## config.mk

```make
export PLATFORM = sky130hd
export DESIGN_NAME = ahc_ctrl
export DESIGN_NICKNAME = d
export VERILOG_FILES = /design/src/sv/ahc_pkg.sv /design/src/sv/ahc_ctrl.sv
export SDC_FILE = /design/constraint.sdc
export NUM_CORES = 1
export LEC_CHECK = 0
export BUFFER_PORTS_ARGS = -buffer_cell sky130_fd_sc_hd__buf_4
export CORE_MARGIN = 5
export CORE_UTILIZATION = 40
export CTS_CLUSTER_DIAMETER = 80
export DETAILED_ROUTE_END_ITERATION = 8
export HOLD_SLACK_MARGIN = 0.06
export RECOVER_POWER = 50
export SYNTH_ARGS = -nofsm -noshare
export SYNTH_HDL_FRONTEND = slang
export SYNTH_SLANG_ARGS = --single-unit
```

## constraint.sdc

```tcl
create_clock -name clk -period 4.15 [get_ports clk]
set_clock_uncertainty 0.15 [all_clocks]
set_input_delay 0.83 -clock clk [delete_from_list [all_inputs] [get_ports clk]]
set_output_delay 0.83 -clock clk [all_outputs]
set_load 0.02 [all_outputs]
```

## src/sv/ahc_pkg.sv

```systemverilog
// Shared constants, types and reset-layout functions for the adaptive Huffman codec.
// Used by the channel interfaces, the controller, the datapath and the checker.
`default_nettype none

package ahc_pkg;

  // Alphabet, window and count limits.
  localparam int SYMBOLS     = 256;
  localparam int WINDOW_BITS = 24;
  localparam int COUNT_LIMIT = 134217728;
  localparam int TREE        = 2 * SYMBOLS - 1;
  localparam int ROOT        = TREE - 1;
  localparam int LINKS       = TREE + SYMBOLS;

  // Widths derived from the limits above.
  localparam int SYM_W  = $clog2(SYMBOLS);
  localparam int NODE_W = $clog2(LINKS);
  localparam int ADDR_W = $clog2(TREE + 1);
  localparam int CNT_W  = $clog2(COUNT_LIMIT) + 1;
  localparam int LEN_W  = $clog2(WINDOW_BITS + 1);
  localparam int LCNT_W = $clog2(TREE + 1);

  typedef logic [NODE_W-1:0] node_t;
  typedef logic [ADDR_W-1:0] caddr_t;
  typedef logic [CNT_W-1:0]  cnt_t;
  typedef logic [LCNT_W-1:0] lcnt_t;

  localparam node_t TREE_IDX  = node_t'(TREE);
  localparam node_t ROOT_IDX  = node_t'(ROOT);
  localparam node_t LINKS_IDX = node_t'(LINKS);
  localparam node_t SYMS_IDX  = node_t'(SYMBOLS);
  localparam cnt_t  LIMIT_CNT = cnt_t'(COUNT_LIMIT);

  // Micro-operations that the controller issues to the datapath.
  typedef enum logic [5:0] {
    OP_INIT, OP_IDLE,
    OP_EN_LEAF, OP_EN_LD, OP_EN_BIT, OP_EN_NEXT,
    OP_DE_ROOT, OP_DE_LD, OP_DE_CHK,
    OP_OUT,
    OP_U_RROOT, OP_U_CHKR, OP_U_LEAF, OP_U_LDC, OP_U_TOP, OP_U_INC,
    OP_U_SCR, OP_U_SCC, OP_U_SWCHK,
    OP_SW_RB, OP_SW_W1, OP_SW_W2, OP_SW_W3, OP_SW_W4,
    OP_U_RCHK, OP_U_NXT,
    OP_RB1_RD, OP_RB1_WR,
    OP_RB2_RA, OP_RB2_RB, OP_RB2_SUM, OP_RB2_ST, OP_RB2_CMP, OP_RB2_PUT,
    OP_RB3_RD, OP_RB3_W1, OP_RB3_W2, OP_RB3_ROOT
  } op_t;

  typedef struct packed {
    op_t  op;
    logic capture;
    logic out_load;
  } ahc_cmd_t;

  typedef struct packed {
    logic mode;
    logic init_last;
    logic k_lt_tree;
    logic len_lt_tree;
    logic len_lt_win;
    logic kp_lt_tree;
    logic pdat_root;
    logic need_rebuild;
    logic steps_lt_tree;
    logic x_lt_root;
    logic f_gt_n;
    logic x_ne_k;
    logic k_is_root;
    logic rb_last;
    logic e_done;
    logic j_gt0;
    logic f_lt_n;
  } ahc_status_t;

  // Reset layout: leaves first, then node SYMBOLS+m over children 2m and 2m+1.
  function automatic node_t init_child(node_t i);
    if (i < SYMS_IDX) return TREE_IDX + i;
    return node_t'((i - SYMS_IDX) << 1);
  endfunction

  function automatic node_t init_parent(node_t i);
    if (i >= TREE_IDX) return i - TREE_IDX;
    if (i == ROOT_IDX) return ROOT_IDX;
    return SYMS_IDX + (i >> 1);
  endfunction

  // Balanced tree counts double at each level; the entry past the tree is the stop value.
  function automatic cnt_t init_count(node_t i);
    cnt_t v;
    v = cnt_t'(1);
    if (i == TREE_IDX) begin
      v = LIMIT_CNT;
    end else begin
      for (int k = 1; k <= SYM_W; k++) begin
        if (int'(i) >= 2 * SYMBOLS - ((2 * SYMBOLS) >> k)) v = cnt_t'(1) << k;
      end
    end
    return v;
  endfunction

endpackage

`default_nettype wire

```

## src/sv/ahc_ctrl.sv

```systemverilog
// Sequencer of the codec: walks encode, decode, update and rebuild one step per state.
// Drives ahc_datapath with micro-operations; owns the handshakes. Depends on ahc_pkg.
`default_nettype none

module ahc_ctrl (
  input  wire logic                 clk,
  input  wire logic                 rst_n,
  input  wire ahc_pkg::ahc_status_t st,
  input  wire logic                 in_valid,
  output logic                      in_ready,
  input  wire logic                 out_ready,
  output logic                      out_valid,
  output ahc_pkg::ahc_cmd_t         cmd
);
  import ahc_pkg::*;

  typedef enum logic [37:0] {
    S_INIT     = 38'h1 << 0,  S_IDLE     = 38'h1 << 1,
    S_EN_LEAF  = 38'h1 << 2,  S_EN_LD    = 38'h1 << 3,
    S_EN_BIT   = 38'h1 << 4,  S_EN_NEXT  = 38'h1 << 5,
    S_DE_ROOT  = 38'h1 << 6,  S_DE_LD    = 38'h1 << 7,
    S_DE_CHK   = 38'h1 << 8,  S_OUT      = 38'h1 << 9,
    S_U_RROOT  = 38'h1 << 10, S_U_CHKR   = 38'h1 << 11,
    S_U_LEAF   = 38'h1 << 12, S_U_LDC    = 38'h1 << 13,
    S_U_TOP    = 38'h1 << 14, S_U_INC    = 38'h1 << 15,
    S_U_SCR    = 38'h1 << 16, S_U_SCC    = 38'h1 << 17,
    S_U_SWCHK  = 38'h1 << 18, S_SW_RB    = 38'h1 << 19,
    S_SW_W1    = 38'h1 << 20, S_SW_W2    = 38'h1 << 21,
    S_SW_W3    = 38'h1 << 22, S_SW_W4    = 38'h1 << 23,
    S_U_RCHK   = 38'h1 << 24, S_U_NXT    = 38'h1 << 25,
    S_RB1_RD   = 38'h1 << 26, S_RB1_WR   = 38'h1 << 27,
    S_RB2_RA   = 38'h1 << 28, S_RB2_RB   = 38'h1 << 29,
    S_RB2_SUM  = 38'h1 << 30, S_RB2_ST   = 38'h1 << 31,
    S_RB2_CMP  = 38'h1 << 32, S_RB2_PUT  = 38'h1 << 33,
    S_RB3_RD   = 38'h1 << 34, S_RB3_W1   = 38'h1 << 35,
    S_RB3_W2   = 38'h1 << 36, S_RB3_ROOT = 38'h1 << 37
  } state_t;

  state_t state_r, state_nxt;
  logic   out_valid_r, out_valid_nxt;
  logic   slot_free;

  assign slot_free = !out_valid_r || out_ready;
  assign in_ready  = (state_r == S_IDLE);
  assign out_valid = out_valid_r;

  // Next state and command.
  always_comb begin
    state_nxt    = state_r;
    cmd.op       = OP_IDLE;
    cmd.capture  = 1'b0;
    cmd.out_load = 1'b0;
    unique case (state_r)
      S_INIT: begin
        cmd.op = OP_INIT;
        if (st.init_last) state_nxt = S_IDLE;
      end
      S_IDLE: begin
        cmd.op = OP_IDLE;
        cmd.capture = in_valid;
        if (in_valid) state_nxt = st.mode ? S_DE_ROOT : S_EN_LEAF;
      end
      S_EN_LEAF: begin cmd.op = OP_EN_LEAF; state_nxt = S_EN_LD; end
      S_EN_LD:   begin cmd.op = OP_EN_LD;   state_nxt = S_EN_BIT; end
      S_EN_BIT: begin
        cmd.op = OP_EN_BIT;
        state_nxt = st.k_lt_tree ? S_EN_NEXT : S_OUT;
      end
      S_EN_NEXT: begin
        cmd.op = OP_EN_NEXT;
        state_nxt = (!st.pdat_root && st.len_lt_tree) ? S_EN_BIT : S_OUT;
      end
      S_DE_ROOT: begin cmd.op = OP_DE_ROOT; state_nxt = S_DE_LD; end
      S_DE_LD:   begin cmd.op = OP_DE_LD;   state_nxt = S_DE_CHK; end
      S_DE_CHK: begin
        cmd.op = OP_DE_CHK;
        if (!(st.k_lt_tree && st.len_lt_win)) state_nxt = S_OUT;
        else if (st.kp_lt_tree) state_nxt = S_DE_LD;
      end
      S_OUT: begin
        cmd.op = OP_OUT;
        if (slot_free) begin
          cmd.out_load = 1'b1;
          state_nxt = (st.mode && st.k_lt_tree) ? S_IDLE : S_U_RROOT;
        end
      end
      S_U_RROOT: begin cmd.op = OP_U_RROOT; state_nxt = S_U_CHKR; end
      S_U_CHKR: begin
        cmd.op = OP_U_CHKR;
        state_nxt = st.need_rebuild ? S_RB1_RD : S_U_LEAF;
      end
      S_U_LEAF: begin cmd.op = OP_U_LEAF; state_nxt = S_U_LDC; end
      S_U_LDC:  begin cmd.op = OP_U_LDC;  state_nxt = S_U_TOP; end
      S_U_TOP: begin
        cmd.op = OP_U_TOP;
        state_nxt = (st.steps_lt_tree && st.k_lt_tree) ? S_U_INC : S_IDLE;
      end
      S_U_INC: begin cmd.op = OP_U_INC; state_nxt = S_U_SCR; end
      S_U_SCR: begin
        cmd.op = OP_U_SCR;
        state_nxt = st.x_lt_root ? S_U_SCC : S_U_SWCHK;
      end
      S_U_SCC: begin
        cmd.op = OP_U_SCC;
        state_nxt = st.f_gt_n ? S_U_SCR : S_U_SWCHK;
      end
      S_U_SWCHK: begin
        cmd.op = OP_U_SWCHK;
        state_nxt = st.x_ne_k ? S_SW_RB : S_U_RCHK;
      end
      S_SW_RB: begin cmd.op = OP_SW_RB; state_nxt = S_SW_W1; end
      S_SW_W1: begin cmd.op = OP_SW_W1; state_nxt = S_SW_W2; end
      S_SW_W2: begin cmd.op = OP_SW_W2; state_nxt = S_SW_W3; end
      S_SW_W3: begin cmd.op = OP_SW_W3; state_nxt = S_SW_W4; end
      S_SW_W4: begin cmd.op = OP_SW_W4; state_nxt = S_U_RCHK; end
      S_U_RCHK: begin
        cmd.op = OP_U_RCHK;
        state_nxt = st.k_is_root ? S_IDLE : S_U_NXT;
      end
      S_U_NXT: begin cmd.op = OP_U_NXT; state_nxt = S_U_TOP; end
      S_RB1_RD: begin cmd.op = OP_RB1_RD; state_nxt = S_RB1_WR; end
      S_RB1_WR: begin
        cmd.op = OP_RB1_WR;
        state_nxt = st.rb_last ? S_RB2_RA : S_RB1_RD;
      end
      S_RB2_RA: begin
        cmd.op = OP_RB2_RA;
        state_nxt = st.e_done ? S_RB3_RD : S_RB2_RB;
      end
      S_RB2_RB:  begin cmd.op = OP_RB2_RB;  state_nxt = S_RB2_SUM; end
      S_RB2_SUM: begin cmd.op = OP_RB2_SUM; state_nxt = S_RB2_ST; end
      S_RB2_ST: begin
        cmd.op = OP_RB2_ST;
        state_nxt = st.j_gt0 ? S_RB2_CMP : S_RB2_PUT;
      end
      S_RB2_CMP: begin
        cmd.op = OP_RB2_CMP;
        state_nxt = st.f_lt_n ? S_RB2_ST : S_RB2_PUT;
      end
      S_RB2_PUT: begin cmd.op = OP_RB2_PUT; state_nxt = S_RB2_RA; end
      S_RB3_RD:  begin cmd.op = OP_RB3_RD;  state_nxt = S_RB3_W1; end
      S_RB3_W1:  begin cmd.op = OP_RB3_W1;  state_nxt = S_RB3_W2; end
      S_RB3_W2: begin
        cmd.op = OP_RB3_W2;
        state_nxt = st.rb_last ? S_RB3_ROOT : S_RB3_RD;
      end
      S_RB3_ROOT: begin cmd.op = OP_RB3_ROOT; state_nxt = S_U_LEAF; end
      default: state_nxt = S_INIT;
    endcase
  end

  // Result valid flag: set on load, cleared when taken.
  always_comb begin
    out_valid_nxt = out_valid_r;
    if (out_valid_r && out_ready) out_valid_nxt = 1'b0;
    if (cmd.out_load) out_valid_nxt = 1'b1;
  end

  always_ff @(posedge clk) begin
    if (!rst_n) begin
      state_r     <= S_INIT;
      out_valid_r <= 1'b0;
    end else begin
      state_r     <= state_nxt;
      out_valid_r <= out_valid_nxt;
    end
  end

endmodule

`default_nettype wire

```

==> results.ini, run 1 <==
[sta]
fin_crit_ps=4050
fmax_mhz=247
period_share_pct=97.6
setup_tns_ps=0
setup-violations-final=0
hold_viol=0
slew_headroom_pct=43.8
drv_slew=0
rsz0062_at_grt=false
worst_slew_pin_slew_ps=831

[grt]
antenna_found_initial=0
track_usage_pct=18.7
grt_max_degree=34
grt_overflow=0
grt_pass1_wl_um=12700
grt_pass1_vias=2591

[cells_and_area]
nets=392
final_cell_mix=dfxtp_1 (39), nor2_1 (35), buf_4 (33)
diodes=0
multiInputGateArea_um2=1810
seq_area_um2=781
final_common_cell=dfxtp_1
drive_gt1_share_pct=16.1
final_util_pct=48.1
syn_to_final_growth_pct=15.2
fill_cells=655

[power_and_ir_drop]
power.density_nw_per_um2=359
peakVddDrop_uv=258
power.leakage_nw=1.23

[floorplan]
die_area_um2=8440
core_area_um2=6420
die_w_um=91.9
rows=29
dieHeight_um=91.9
initial_core_util_pct=41.8
ios=31

[clock_tree]
clockBufferDepth=2
clk_latency_ps=290
htreeDepth=2
clk_pin_slew_ps=80
cts_tree=yes
numCtsBuffers=5
clock_sinks=39
cts_root_buf=clkbuf_8

[logic_synthesis]
syn_area_um2=2680
synth_ff_type=dfxtp_1
synth_seq_cells=39
ys_seq_area_share_pct=29.1
synth_warnings=0
synthDominantAreaCellType=dfxtp_1
syn_area_per_cell_um2=7.80
synthCells=344
synthArstFlopShare_pct=0
synthDistinctLibCells=61
synth_edf_count=0
ys_top_cells_by_area=dfxtp_1 (29%), nor2_1 (4.9%), nand2_1 (4.3%)
synth_top_area_share_pct=29.1
synth_nets=365

[setup_path]
cp-start-kind=register
cp-end-kind=primary output
crit_arrival_ps=3070
cp_data_required_time_ps=3170
crit_fanout=9
crit_type=reg -> out

[place]
place_congestion=0.963
hpwlAfterDp_um=6090
numPortBuffers=30

[routing]
vias=2694
via_per_inst=6.00
wl_per_cell_um=17.0
routed_wl_um=7620
first_pass_iters=4
antenna_left=0
remaining_drc_errors=0
drtIter0Drc=298

[flow_run]
drv_cap=0

[worst_hold_path]
hold_path_class=reg -> reg

[run_status]
outcome=completed

-- worst max-delay path, stage by stage (launching register included) --
cell and delay [ps]:
dfxtp_1 440, nor4_4 460, nand2_1 220, or4_1 650
nor4_1 420, a311o_1 210, nor4_1 60, o41ai_1 100
buf_4 220
-- Yosys cell counts (6+ instances only) --
cell type   n
xor2_1      9
nand3_1    14
clkbuf_1    9
nor4_1     11
xnor2_1     6
dfxtp_1    39
nand3b_1    6
a21oi_1     6
nand4_1    11
nor2_1     35
inv_1      12
nor2b_1     9
nand2_1    31
nand4b_1    6
and2_1      8
nand2b_1    6
o21ai_0    14
and3_1      7
nor3_1     20
-- logic make-up (layout without fill, tap and decap cells) --
| logic type | Yosys count | in the layout | synth area share [%] |
|---|---|---|---|
| AO/OA/AOI/OAI | 56 | 56 | 14.8 |
| XOR/XNOR | 15 | 15 | 4.90 |
| adder cells (fa/ha/maj) | 2 | 2 | 0.746 |
| buffers and inverters | 29 | 57 | 4.71 |
| flip-flops | 39 | 39 | 29.1 |
| AND/OR/NAND/NOR | 203 | 203 | 45.8 |
-- flip-flops by register name, indices dropped and copies added, names as in the netlist --
name,flops
out_valid,1
state_r,38
-- worst paths after layout --
kind / start / end / slack [ps] / cells after the start
worst max-delay path: state_r[34] / cmd[2] / 100 / 8
worst min-delay path: state_r[22] / state_r[23] / 370 / 2
worst max register to register: state_r[17] / state_r[0] / 1350 / 7
worst min register to register: state_r[22] / state_r[23] / 370 / 2
-- metrics by stage --
| step | hold WS [ps] | setup slack [ps] | area (um2) | std cells | total power, mW |
|---|---|---|---|---|---|
| after floorplan | 314 | 304 | 2680 | 344 | 0.702 |
| after global placement | 339 | 420 | 2970 | 440 | 0.842 |
| after detailed placement | 349 | 434 | 2970 | 440 | 0.845 |
| after CTS | 362 | 106 | 3060 | 448 | 1.12 |
| after global routing | 408 | 2.91 | 3090 | 449 | 1.19 |
| final | 370 | 97.7 | 3090 | 449 | 1.11 |
-- cell type report --
class / count / area share, %
Clock buffer: 7 / 2.79
Clock inverter: 1 / 0.283
Inverter: 12 / 1.46
Multi-Input combinational cell: 276 / 58.6
Sequential cell: 39 / 25.3
Tap cell: 77 / 3.12
Timing Repair Buffer: 37 / 8.50
-- metal layers --
metal  GRT usage [%]  vias to the layer above  wire length [um]
met5               0                        -                 0
met4            6.93                        0               197
met3            4.58                       18               518
met2            28.8                       86              3380
met1            25.3                     1251              3530
li1                -                     1339                 -
-- where the power goes --
| group | leakage (nW) | internal (mW) | total [mW] | switching [mW] |
|---|---|---|---|---|
| Sequential | 0.315 | 0.389 | 0.413 | 0.0244 |
| Combinational | 0.867 | 0.168 | 0.424 | 0.256 |
| Clock | 0.0484 | 0.136 | 0.273 | 0.137 |
| Total | 1.23 | 0.693 | 1.11 | 0.417 |
-- repair_timing --
| item | 4_1_cts | 5_1_grt |
|---|---|---|
| endpoints found under the hold margin | 0 | 0 |
| setup buffers | 0 | 1 |
| resized for setup | 0 | 5 |
| hold buffers | 0 | 0 |
| setup endpoints to repair | 0 | 2 |
No activity file was read; power rests on OpenSTA's default activity.
==> inputs of run 2 (changes only) <==
CORE_MARGIN = 1   (was 5)
clock period = 5.2 ns   (was 4.15 ns; I/O delays follow)
==> run 2 against run 1 <==
Sequential power fell by 21%; utilization fell by 1.1 points; clock power fell by 1%; wire length fell by 0.68%; clock-buffer cell count fell by 1; worst setup slack improved by 350 ps; via count rose by 0.85%; highest routed layer unchanged; global-route usage rose by 3.5 points.
==> results.ini, run 2 (same netlist as run 1, synthesis figures left out) <==
[run_status]
outcome=completed

[setup_path]
crit_arrival_ps=3560  ; +490 ps
cp-start-kind=register
cpMostUsedCell=nand2_1
cp_data_required_time_ps=4010  ; +840 ps
crit_type=reg -> out
cpLargestDelayFamily=simple AND/OR/NAND/NOR gates
path_cells=nor4_1, nand2_1, nor3_1, nand2_1, o311ai_0, o41ai_1, buf_4
cp_num_buf_inv=1  ; unchanged
cp-end-kind=primary output
crit_fanout=10  ; +1
cp_slowest_cell=nor4_1
max_stage_delay_ps=750  ; +100 ps

[worst_hold_path]
hold_path_class=reg -> reg

[grt]
antenna_found_initial=0  ; unchanged
grt_pass1_vias=2438  ; -5.9%
track_usage_pct=22.2  ; +3.5 points
grt_pass1_wl_um=12300  ; -3.5%
grt_max_degree=34  ; unchanged
grt_overflow=0  ; unchanged

[clock_tree]
postCtsResizedCells=0  ; unchanged
cts_root_buf=clkbuf_8
htreeDepth=2  ; unchanged
clock_sinks=39  ; unchanged
clockBufferDepth=2  ; unchanged
cts_setup_buffers=0  ; unchanged
numCtsBuffers=5  ; unchanged
clk_pin_slew_ps=80  ; about the same
clk_latency_ps=300  ; about the same
cts_hold_buf=0  ; unchanged
cts_tree=yes

[cells_and_area]
final_cell_mix=dfxtp_1 (39), nor2_1 (35), nand2_1 (31)
largest_reg_flops=38  ; unchanged
nets=386  ; -1.5%
syn_to_final_growth_pct=12.5
fill_cells=637  ; -2.7%
final_util_pct=47.0  ; -1.1 points
drive_gt1_share_pct=14.2  ; -1.9 points
largest_register=state_r
diodes=0  ; unchanged
multiInputGateArea_um2=1750  ; -3.3%
seq_area_um2=781  ; unchanged
final_common_cell=dfxtp_1

[sta]
period_share_pct=91.3
fin_ws_ps=450  ; +352 ps
fmax_mhz=211
setup-violations-final=0  ; unchanged
setup_tns_ps=0  ; unchanged
fin_crit_ps=4750
slew_headroom_pct=28.4  ; -15 points
rsz0062_at_grt=false
hold_viol=0  ; unchanged
drv_slew=0  ; unchanged
worst_slew_pin_slew_ps=1070  ; +234 ps

[power_and_ir_drop]
seq_power_share_pct=35.6  ; -1.6 points
power.density_nw_per_um2=303  ; -16%
power.share.switching_pct=36.2  ; -1.4 points
combPwrFrac_pct=35.0  ; -3.2 points
peakVddDrop_uv=233  ; -9.6%
power.switching_mw=0.331  ; -21%
power.leakage_nw=1.20  ; -2.4%
pwr-share-clk_pct=29.3  ; +4.7 points
intPower_mw=0.584  ; -16%

[flow_run]
drv_cap=0  ; unchanged

[routing]
first_pass_iters=5  ; +1
antenna_left=0  ; unchanged
remaining_drc_errors=0  ; unchanged
wl_per_cell_um=17.1  ; +0.66%
routed_wl_um=7570  ; -0.68%
via_per_inst=6.13  ; +2.2%
drtIter0Drc=211  ; -29%
vias=2717  ; +0.85%

[floorplan]
dieHeight_um=83.9  ; -8.7%
ios=31  ; unchanged
initial_core_util_pct=41.8  ; unchanged
core_area_um2=6420  ; unchanged
die_area_um2=7040  ; -17%
rows=29  ; unchanged
die_w_um=83.9  ; -8.7%

[place]
numPortBuffers=30  ; unchanged
pre_cts_slack_ps=988  ; +554 ps
hpwlAfterDp_um=5770  ; -5.3%
place_congestion=0.981  ; +1.9%

run 2: changes by cell type in the layout (fill, tap and decap cells not counted), sizes merged:
cell	before	now
buf	33	30
bufinv	0	1
clkbuf	11	7
run 2: cell type report:
class                           instances  share of cell area [%]
Inverter                               12                    1.49
Sequential cell                        39                    25.9
Tap cell                               77                    3.19
Clock buffer                            6                    2.74
Clock inverter                          2                    1.16
Multi-Input combinational cell        276                    58.0
Timing Repair Buffer                   31                    7.58
run 2: path summary, 6_finish.rpt:
kind	start	endpoint	slack, ps	depth (start not counted)
min	state_r[22]	state_r[23]	360	2
max reg2reg	state_r[35]	state_r[9]	1880	7
max	state_r[35]	cmd[2]	450	7
min reg2reg	state_r[22]	state_r[23]	360	2
run 2: power by group through the flow:
stage          sequential (mW)  clock [mW]  combinational [mW]
2_1_floorplan            0.326           0               0.234
3_3_place_gp             0.331           0               0.324
3_5_place_dp             0.333           0               0.323
4_1_cts                  0.326       0.273               0.325
5_1_grt                  0.329       0.285               0.353
6_report                 0.326       0.269               0.321
run 2: metal layers:
layer | global-route usage [%] | share of wire, % | vias up | wire length (um)
li1 | - | - | 1329 | -
met1 | 30.3 | 48 | 1256 | 3610
met2 | 34.1 | 43 | 105 | 3250
met3 | 3.86 | 5.8 | 27 | 441
met4 | 10.0 | 3.6 | 0 | 274
met5 | 0 | 0 | - | 0
run 2: metrics by stage:
| stage | hold WS (ps) | total power, mW | instance area [um2] | std cells |
|---|---|---|---|---|
| global placement | 340 | 0.655 | 2930 | 435 |
| detailed placement | 353 | 0.655 | 2930 | 435 |
| CTS | 362 | 0.924 | 3050 | 443 |
| floorplan | 314 | 0.560 | 2680 | 344 |
| global route | 402 | 0.967 | 3020 | 443 |
| finish | 358 | 0.916 | 3020 | 443 |
run 2: worst min-delay path, delay by kind of cell (launching register included):
family           cells  cell delay, ps
flip-flops           1             360
AND/OR/NAND/NOR      2             120
